**src/design/sms_pkg.sv**
```systemverilog
// Shared constants, register codes and a byte helper for the substring match stream.
package sms_pkg;

  localparam int MAX_PATTERN   = 16;
  localparam int POSITION_BITS = 16;
  localparam int TYPE_COUNT    = 32;

  localparam int BYTE_BITS     = 8;
  localparam int RECORD_BITS   = 16;
  localparam int KIND_BITS     = 5;
  localparam int OFFSET_BITS   = 16;

  localparam int PATTERN_WORD_BITS = 64;
  localparam int PATTERN_LEN_BITS  = 5;
  localparam int TYPE_MASK_BITS    = 32;

  localparam int CFG_DATA_BITS  = 64;
  localparam int CFG_INDEX_BITS = 3;

  typedef enum logic [CFG_INDEX_BITS-1:0] {
    REG_PATTERN_LOW    = 3'd0,
    REG_PATTERN_HIGH   = 3'd1,
    REG_PATTERN_LENGTH = 3'd2,
    REG_MATCH_CASE     = 3'd3,
    REG_TYPE_MASK      = 3'd4
  } reg_index_t;

  // ASCII A-Z to a-z unless exact compare is selected
  function automatic logic [BYTE_BITS-1:0] fold_byte(input logic [BYTE_BITS-1:0] b,
                                                     input logic exact);
    logic [BYTE_BITS-1:0] r;
    r = b;
    if (!exact && b >= 8'h41 && b <= 8'h5A) begin
      r = b + 8'h20;
    end
    return r;
  endfunction

endpackage

```
**src/design/sms_in_if.sv**
```systemverilog
// Text item channel: one byte of key or value text with its record tags.
interface sms_in_if;
  logic                             valid;
  logic                             ready;
  logic [sms_pkg::BYTE_BITS-1:0]    text_byte;
  logic                             field_last;
  logic                             field_is_key;
  logic [sms_pkg::RECORD_BITS-1:0]  record_number;
  logic [sms_pkg::KIND_BITS-1:0]    record_kind;

  modport source (output valid, text_byte, field_last, field_is_key, record_number,
                  record_kind, input ready);
  modport sink (input valid, text_byte, field_last, field_is_key, record_number,
                record_kind, output ready);
endinterface

```
**src/design/sms_out_if.sv**
```systemverilog
// Match item channel: location of one pattern occurrence.
interface sms_out_if;
  logic                             valid;
  logic                             ready;
  logic [sms_pkg::KIND_BITS-1:0]    hit_kind;
  logic [sms_pkg::RECORD_BITS-1:0]  hit_record;
  logic                             hit_in_key;
  logic [sms_pkg::OFFSET_BITS-1:0]  hit_start;
  logic [sms_pkg::OFFSET_BITS-1:0]  hit_end;

  modport source (output valid, hit_kind, hit_record, hit_in_key, hit_start, hit_end,
                  input ready);
  modport sink (input valid, hit_kind, hit_record, hit_in_key, hit_start, hit_end,
                output ready);
endinterface

```
**src/design/sms_matcher.sv**
```systemverilog
// Parallel window compare against the pattern for every candidate length.
module sms_matcher #(
  parameter int MAX_PATTERN = sms_pkg::MAX_PATTERN,
  localparam int LenBits    = $clog2(MAX_PATTERN + 1)
) (
  input  logic [sms_pkg::BYTE_BITS-1:0]               window [MAX_PATTERN],
  input  logic [sms_pkg::BYTE_BITS*MAX_PATTERN-1:0]   pattern,
  input  logic [LenBits-1:0]                          len,
  input  logic                                        exact,
  output logic                                        hit
);

  logic [sms_pkg::BYTE_BITS-1:0] win_f [MAX_PATTERN];
  logic [sms_pkg::BYTE_BITS-1:0] pat_f [MAX_PATTERN];
  logic [MAX_PATTERN:0]          len_ok;

  always_comb begin
    for (int i = 0; i < MAX_PATTERN; i++) begin
      win_f[i] = sms_pkg::fold_byte(window[i], exact);
      pat_f[i] = sms_pkg::fold_byte(pattern[i*sms_pkg::BYTE_BITS +: sms_pkg::BYTE_BITS],
                                    exact);
    end
  end

  // len_ok[L]: newest L bytes (oldest first) equal pattern bytes 0..L-1
  always_comb begin
    len_ok = '0;
    for (int l = 1; l <= MAX_PATTERN; l++) begin
      len_ok[l] = 1'b1;
      for (int j = 0; j < l; j++) begin
        if (win_f[l-1-j] != pat_f[j]) begin
          len_ok[l] = 1'b0;
        end
      end
    end
  end

  assign hit = len_ok[len];

endmodule

```
**src/design/substring_match_stream_top.sv**
```systemverilog
// Streaming substring search over record text with type filter and match offsets.
// Takes one text item per cycle unless a held result stalls it: an item is registered at the input,
// compared against the pattern over the whole byte window in one pass, and any match
// lands in the result register, which drives the output; a stall can hold the item
// in the input register before its match moves on to the result register.
// The input stays ready whenever the result register is empty or being
// taken; only a held result with a waiting item behind it stops the input. Config
// writes take effect on the next cycle and are meant for idle periods only.
module substring_match_stream_top #(
  parameter int MAX_PATTERN   = sms_pkg::MAX_PATTERN,
  parameter int POSITION_BITS = sms_pkg::POSITION_BITS
) (
  input  logic                                 clk,
  input  logic                                 rst,
  sms_in_if.sink                               text_in,
  sms_out_if.source                            hit_out,
  input  logic                                 cfg_write,
  input  logic [sms_pkg::CFG_INDEX_BITS-1:0]   cfg_index,
  input  logic [sms_pkg::CFG_DATA_BITS-1:0]    cfg_data
);

  localparam int LenBits = $clog2(MAX_PATTERN + 1);

  // config registers
  logic [sms_pkg::PATTERN_WORD_BITS-1:0] pat_low;
  logic [sms_pkg::PATTERN_WORD_BITS-1:0] pat_high;
  logic [sms_pkg::PATTERN_LEN_BITS-1:0]  pat_len;
  logic                                  match_case;
  logic [sms_pkg::TYPE_MASK_BITS-1:0]    type_mask;

  // input register
  logic                               s1_valid;
  logic [sms_pkg::BYTE_BITS-1:0]      s1_byte;
  logic                               s1_last;
  logic                               s1_key;
  logic [sms_pkg::RECORD_BITS-1:0]    s1_record;
  logic [sms_pkg::KIND_BITS-1:0]      s1_kind;

  // scan state
  logic [sms_pkg::BYTE_BITS-1:0]      window [MAX_PATTERN];
  logic [sms_pkg::BYTE_BITS-1:0]      window_next [MAX_PATTERN];
  logic [POSITION_BITS-1:0]           pos;
  logic [POSITION_BITS-1:0]           pos_inc;
  logic [LenBits-1:0]                 skip;
  logic [LenBits-1:0]                 len_eff;

  // result register
  logic                               out_valid;
  logic [sms_pkg::KIND_BITS-1:0]      out_kind;
  logic [sms_pkg::RECORD_BITS-1:0]    out_record;
  logic                               out_key;
  logic [sms_pkg::OFFSET_BITS-1:0]    out_start;
  logic [sms_pkg::OFFSET_BITS-1:0]    out_end;

  logic advance;
  logic accept;
  logic kind_ok;
  logic win_hit;
  logic hit;

  logic [2*sms_pkg::PATTERN_WORD_BITS-1:0] pat_all;

  always_ff @(posedge clk) begin
    if (rst) begin
      pat_low    <= '0;
      pat_high   <= '0;
      pat_len    <= '0;
      match_case <= 1'b0;
      type_mask  <= '0;
    end else if (cfg_write) begin
      case (cfg_index)
        sms_pkg::REG_PATTERN_LOW:    pat_low    <= cfg_data;
        sms_pkg::REG_PATTERN_HIGH:   pat_high   <= cfg_data;
        sms_pkg::REG_PATTERN_LENGTH: pat_len    <= cfg_data[sms_pkg::PATTERN_LEN_BITS-1:0];
        sms_pkg::REG_MATCH_CASE:     match_case <= cfg_data[0];
        sms_pkg::REG_TYPE_MASK:      type_mask  <= cfg_data[sms_pkg::TYPE_MASK_BITS-1:0];
        default: ;
      endcase
    end
  end

  assign advance       = s1_valid && (!out_valid || hit_out.ready);
  assign text_in.ready = !s1_valid || advance;
  assign accept        = text_in.valid && text_in.ready;

  always_ff @(posedge clk) begin
    if (rst) begin
      s1_valid <= 1'b0;
    end else if (accept) begin
      s1_valid <= 1'b1;
    end else if (advance) begin
      s1_valid <= 1'b0;
    end
  end

  always_ff @(posedge clk) begin
    if (accept) begin
      s1_byte   <= text_in.text_byte;
      s1_last   <= text_in.field_last;
      s1_key    <= text_in.field_is_key;
      s1_record <= text_in.record_number;
      s1_kind   <= text_in.record_kind;
    end
  end

  always_comb begin
    if (type_mask == '0) begin
      kind_ok = 1'b1;
    end else if (32'(s1_kind) >= 32'(sms_pkg::TYPE_COUNT)) begin
      kind_ok = 1'b0;
    end else begin
      kind_ok = type_mask[s1_kind];
    end
  end

  always_comb begin
    if (32'(pat_len) > 32'(MAX_PATTERN)) begin
      len_eff = LenBits'(MAX_PATTERN);
    end else begin
      len_eff = LenBits'(pat_len);
    end
  end

  always_comb begin
    window_next[0] = s1_byte;
    for (int k = 1; k < MAX_PATTERN; k++) begin
      window_next[k] = window[k-1];
    end
  end

  assign pos_inc = (pos == {POSITION_BITS{1'b1}}) ? pos : pos + 1'b1;
  assign pat_all = {pat_high, pat_low};

  sms_matcher #(
    .MAX_PATTERN (MAX_PATTERN)
  ) u_matcher (
    .window  (window_next),
    .pattern (pat_all[sms_pkg::BYTE_BITS*MAX_PATTERN-1:0]),
    .len     (len_eff),
    .exact   (match_case),
    .hit     (win_hit)
  );

  assign hit = kind_ok && (skip == '0) && (len_eff != '0) &&
               (pos_inc >= POSITION_BITS'(len_eff)) && win_hit;

  always_ff @(posedge clk) begin
    if (rst) begin
      pos  <= '0;
      skip <= '0;
      for (int k = 0; k < MAX_PATTERN; k++) begin
        window[k] <= '0;
      end
    end else if (advance) begin
      if (kind_ok) begin
        window <= window_next;
      end
      if (s1_last) begin
        pos  <= '0;
        skip <= '0;
      end else if (kind_ok) begin
        pos <= pos_inc;
        if (skip != '0) begin
          skip <= skip - 1'b1;
        end else if (hit) begin
          skip <= len_eff - 1'b1;
        end
      end
    end
  end

  always_ff @(posedge clk) begin
    if (rst) begin
      out_valid <= 1'b0;
    end else if (advance) begin
      out_valid <= hit;
    end else if (hit_out.ready) begin
      out_valid <= 1'b0;
    end
  end

  always_ff @(posedge clk) begin
    if (advance && hit) begin
      out_kind   <= s1_kind;
      out_record <= s1_record;
      out_key    <= s1_key;
      out_start  <= sms_pkg::OFFSET_BITS'(pos_inc - POSITION_BITS'(len_eff));
      out_end    <= sms_pkg::OFFSET_BITS'(pos_inc);
    end
  end

  assign hit_out.valid      = out_valid;
  assign hit_out.hit_kind   = out_kind;
  assign hit_out.hit_record = out_record;
  assign hit_out.hit_in_key = out_key;
  assign hit_out.hit_start  = out_start;
  assign hit_out.hit_end    = out_end;

endmodule

```
**src/flat_wrapper.sv**
```systemverilog
// flat-port wrapper written by rule: the top's interface ports become plain ports
module substring_match_stream_top_flat 
#(
  parameter int MAX_PATTERN   = sms_pkg::MAX_PATTERN,
  parameter int POSITION_BITS = sms_pkg::POSITION_BITS
)
  (clk, rst, cfg_write, cfg_index, cfg_data, text_in_valid, text_in_text_byte, text_in_field_last, text_in_field_is_key, text_in_record_number, text_in_record_kind, text_in_ready, hit_out_valid, hit_out_hit_kind, hit_out_hit_record, hit_out_hit_in_key, hit_out_hit_start, hit_out_hit_end, hit_out_ready);
  sms_in_if text_in_i ();
  sms_out_if hit_out_i ();
  input  logic clk;
  input  logic rst;
  input  logic cfg_write;
  input  logic [sms_pkg::CFG_INDEX_BITS-1:0] cfg_index;
  input  logic [sms_pkg::CFG_DATA_BITS-1:0] cfg_data;
  input wire logic [$bits(text_in_i.valid)-1:0] text_in_valid;
  input wire logic [$bits(text_in_i.text_byte)-1:0] text_in_text_byte;
  input wire logic [$bits(text_in_i.field_last)-1:0] text_in_field_last;
  input wire logic [$bits(text_in_i.field_is_key)-1:0] text_in_field_is_key;
  input wire logic [$bits(text_in_i.record_number)-1:0] text_in_record_number;
  input wire logic [$bits(text_in_i.record_kind)-1:0] text_in_record_kind;
  output wire logic [$bits(text_in_i.ready)-1:0] text_in_ready;
  output wire logic [$bits(hit_out_i.valid)-1:0] hit_out_valid;
  output wire logic [$bits(hit_out_i.hit_kind)-1:0] hit_out_hit_kind;
  output wire logic [$bits(hit_out_i.hit_record)-1:0] hit_out_hit_record;
  output wire logic [$bits(hit_out_i.hit_in_key)-1:0] hit_out_hit_in_key;
  output wire logic [$bits(hit_out_i.hit_start)-1:0] hit_out_hit_start;
  output wire logic [$bits(hit_out_i.hit_end)-1:0] hit_out_hit_end;
  input wire logic [$bits(hit_out_i.ready)-1:0] hit_out_ready;
  assign text_in_i.valid = text_in_valid;
  assign text_in_i.text_byte = text_in_text_byte;
  assign text_in_i.field_last = text_in_field_last;
  assign text_in_i.field_is_key = text_in_field_is_key;
  assign text_in_i.record_number = text_in_record_number;
  assign text_in_i.record_kind = text_in_record_kind;
  assign text_in_ready = text_in_i.ready;
  assign hit_out_valid = hit_out_i.valid;
  assign hit_out_hit_kind = hit_out_i.hit_kind;
  assign hit_out_hit_record = hit_out_i.hit_record;
  assign hit_out_hit_in_key = hit_out_i.hit_in_key;
  assign hit_out_hit_start = hit_out_i.hit_start;
  assign hit_out_hit_end = hit_out_i.hit_end;
  assign hit_out_i.ready = hit_out_ready;
  substring_match_stream_top #(.MAX_PATTERN(MAX_PATTERN), .POSITION_BITS(POSITION_BITS)) u_core (.clk(clk), .rst(rst), .text_in(text_in_i), .hit_out(hit_out_i), .cfg_write(cfg_write), .cfg_index(cfg_index), .cfg_data(cfg_data));
endmodule
```
**config.mk**
```make
export PLATFORM = sky130hd
export DESIGN_NAME = substring_match_stream_top_flat
export DESIGN_NICKNAME = d
export VERILOG_FILES = /design/src/design/sms_pkg.sv /design/src/design/sms_in_if.sv /design/src/design/sms_out_if.sv /design/src/design/sms_matcher.sv /design/src/design/substring_match_stream_top.sv /design/src/flat_wrapper.sv
export SDC_FILE = /design/constraint.sdc
export NUM_CORES = 2
export LEC_CHECK = 0
export BUFFER_PORTS_ARGS = -buffer_cell sky130_fd_sc_hd__buf_4
export CORE_MARGIN = 3
export CORE_UTILIZATION = 45
export DETAILED_ROUTE_END_ITERATION = 12
export GPL_TIMING_DRIVEN = 0
export PLACE_DENSITY = 0.61
export SLEW_MARGIN = 10
export SYNTH_ARGS = -nofsm -noshare
export SYNTH_HDL_FRONTEND = slang
export SYNTH_SLANG_ARGS = --single-unit
```
**constraint.sdc**
```tcl
create_clock -name clk -period 15.1 [get_ports clk]
set_input_delay 0.755 -clock clk [delete_from_list [all_inputs] [get_ports clk]]
set_output_delay 0.755 -clock clk [all_outputs]
set_load 0.03 [all_outputs]
```
==> impl_metrics.py <==
metrics = {
    "yosys": {
        "synth_area_leaders": "dfxtp_1, xnor2_1, xor2_1, edfxtp_1, nand2_1",
        "synth_top_area_frac": 0.201,
        "synth_most_common_cell": "nand2_1",
        "yosysSeqAreaShare": 0.285,
        "synth_cell_types": 74,
        "synth_edf_count": 85,
        "synthArstFlopShare": 0,
        "yosys.area.top_type": "dfxtp_1",
        "synth_area_um2": 30700,
        "synth_common_cells": "nand2_1, xnor2_1, xor2_1",
        "yosysWarnings": 0,
        "synth_ff_type": "dfxtp_1",
        "synth-seq-cells": 394,
        "synth_nets": 3949,
        "avgSynthCellArea_um2": 8.07,
        "synthCells": 3806,
    },
    "routing": {
        "ant_nets": 0,
        "drt_wl_total_um": 164000,
        "avgRoutedWirePerCell_um": 33.3,
        "num_vias": 31163,
        "initialDrtViolationCount": 4473,
        "route.detailed.drc": 0,
        "dr.pass1.iters": 6,
        "vias_per_cell": 6.31,
    },
    "floorplan": {
        "die-area_um2": 71400,
        "core_um2": 67400,
        "initial_utilization": 0.456,
        "fp.dieH_um": 267,
        "fp.dieW_um": 267,
        "std_cell_rows": 95,
        "io_pins": 159,
    },
    "grt": {
        "grt_start_max_net_pins": 25,
        "grt_usage": 0.449,
        "grt_pass1_wl_um": 224000,
        "grt_overflow_total": 0,
        "grt_pass1_vias": 28153,
        "antenna_found_initial": 8,
    },
    "clock_network": {
        "clock_latency_ns": 0.63,
        "cts_buffer_depth": 3,
        "cts.sinks": 394,
        "cts.clk_slew.worst_paths_ns": 0.06,
        "cts_buffers": 46,
        "cts_tree": "yes",
        "htree_num_levels": 2,
        "postCtsSetupBuffers": 0,
        "hold_buffers": 0,
        "clockRootBuffer": "clkbuf_16",
        "cts-resized-gates": 0,
    },
    "run_status": {
        "violations": "max-capacitance violations, max-slew violations",
        "run_status": "complete, but fails checks",
    },
    "final_layout": {
        "drive_above_1_share": 0.124,
        "nNetsFinal": 4172,
        "layoutNonFillerInstCount": 4942,
        "area_growth_pct": 13.5,
    },
    "worst_setup_path": {
        "arrival_ns": 6.95,
        "rr_endpoint": "u_core.hit_out.hit_start[14]",
        "rr_startpoint": "u_core.window[88]",
        "r2r_setup_slack_ns": 8.48,
        "cp-end-kind": "register",
        "critPathKind": "reg -> reg",
        "start_kind": "register",
        "worstPathRequired_ns": 15.43,
        "crit_fanout": 24,
        "ff2ff_path_depth": 15,
    },
    "timing": {
        "slew_headroom": -0.0315,
        "fmax_mhz": 151,
        "worst_slew_pin_slew_ns": 1.55,
        "maxSlewViolCount": 11,
        "fin_tns_setup_ns": 0,
        "setup_viol": 0,
        "final.min_clock_period_ns": 6.62,
        "finClkSkew_ns": 0.0363,
        "grt_setup_unrepaired": "false",
        "finalHoldViolCount": 0,
        "final.period_utilization": 0.438,
    },
    "placed_design": {
        "portBuffers": 158,
        "dp_hpwl_um": 119000,
        "dp_cells": 4853,
        "place.gp.congestion": 1.10,
    },
    "worst_hold_path": {
        "min_path_type": "in -> reg",
        "hold_depth": 1,
        "hold_path_end": "u_core.s1_record[14]",
        "min_from": "text_in_record_number[14]",
    },
    "power": {
        "vdd_drop_max_uv": 82.0,
        "p_leak_uw": 0.0132,
        "power_density_nw_per_um2": 77.3,
    },
    "run": {
        "drv_cap": 1,
    },
}
==> cell families (layout without fill, tap and decap cells) <==
| family | after synthesis | count (layout) | share of synthesized area |
|---|---|---|---|
| AOI/OAI and AO/OA | 517 | 517 | 0.110 |
| adders and majority gates | 40 | 40 | 0.0165 |
| DFF | 394 | 394 | 0.285 |
| buffers and inverters | 469 | 725 | 0.0694 |
| muxes | 18 | 18 | 0.0101 |
| xor gates and xnor gates | 1107 | 1107 | 0.316 |
| and+or+nand+nor | 1261 | 1261 | 0.193 |
| other | 0 | 7 | 0 |
==> critical path: stages, from the launching register on <==
cell and delay [ns]:
dfxtp_1 0.31, clkbuf_1 0.55, clkbuf_1 1.11, xnor2_1 0.20, nand4_1 0.12, nor4_1 0.51
nand4_1 0.28, nor4_1 0.59, nand4_1 0.17, nor4_1 0.68, a21oi_1 0.27, a211oi_2 0.39
o31ai_2 0.25, nor2_4 0.43, buf_16 0.22, buf_16 0.19
==> cells in the final DEF (no fill, tap or decap), types with 8 or more instances in the layout <==
cell type,Yosys,layout
nand4_1,179,179
or3_1,9,9
a21oi_1,329,329
clkbuf_1,142,153
a31oi_2,6,8
nor3_1,83,83
inv_1,84,84
nand2_1,623,623
a22oi_1,15,15
mux4_2,10,10
xnor2_1,607,607
nor4_1,160,158
buf_6,15,19
edfxtp_1,85,85
buf_1,81,73
a41oi_2,3,9
a31o_2,29,29
a41oi_1,25,19
ha_1,39,39
buf_2,116,124
a31oi_1,21,19
nand3_1,55,55
nor2b_1,8,8
nor2_1,108,106
buf_4,30,190
dfxtp_1,309,309
xor2_1,500,500
a21o_1,29,29
clkbuf_16,0,46
==> state kept, by name, indices dropped and copies added (netlist names), 8 cells and up <==
name	flops
u_core.pat_low	64
u_core.hit_out.hit_record	16
u_core.s1_byte	8
u_core.window	120
u_core.hit_out.hit_end	16
u_core.type_mask	32
u_core.s1_record	16
u_core.hit_out.hit_start	16
u_core.pat_high	64
u_core.pos	16
==> cell type report <==
cell class	instances	area [um2]
clock inverter	18	186
multi-input combinational	2943	19900
clock buffer	63	1260
timing repair buffer	175	1460
inverter	84	315
antenna	7	17.5
fill	6655	32600
buffer	385	1830
tap	873	1090
sequential	394	8740
==> layer usage <==
layer | vias to the layer above | part of all wire | track usage
li1 | 13244 | - | -
met1 | 14863 | 0.39 | 0.573
met2 | 2335 | 0.39 | 0.622
met3 | 717 | 0.13 | 0.165
met4 | 4 | 0.087 | 0.319
met5 | - | 0.00016 | 0.00676
==> where the power goes <==
part | switching (uW) | internal [uW]
registers | 15.3 | 1090
logic | 317 | 159
clock network | 499 | 609
total | 831 | 1860
==> metrics by stage <==
step / cell area, um2 / setup WS (ns) / hold WS, ns / utilization / power (uW)
4_1_cts: 34800 / 8.69 / 0.275 / 0.516 / 2670
2_1_floorplan: 30700 / 9.53 / 0.400 / - / 1400
3_3_place_gp: 33000 / 5.69 / 0.401 / 0.489 / 1580
3_5_place_dp: 33300 / 8.70 / 0.405 / 0.495 / 1580
6_report: 34800 / 8.48 / 0.293 / 0.517 / 2690
5_1_grt: 34800 / 8.46 / 0.277 / 0.517 / 2760
==> worst max path at each step <==
stage	startpoint	endpoint	slack, ns	depth (start not counted)
after global placement	u_core.match_case	u_core.hit_out.hit_kind[1]	5.69	11
final	u_core.window[88]	u_core.hit_out.hit_start[14]	8.48	15
after CTS	u_core.match_case	u_core.hit_out.hit_end[14]	8.69	14
after global routing	u_core.match_case	u_core.hit_out.hit_end[12]	8.46	14
after floorplan	u_core.pat_high[24]	u_core.hit_out.hit_end[0]	9.53	13
after detailed placement	u_core.match_case	u_core.hit_out.hit_end[6]	8.70	14
No activity file was read; power rests on OpenSTA's default activity.
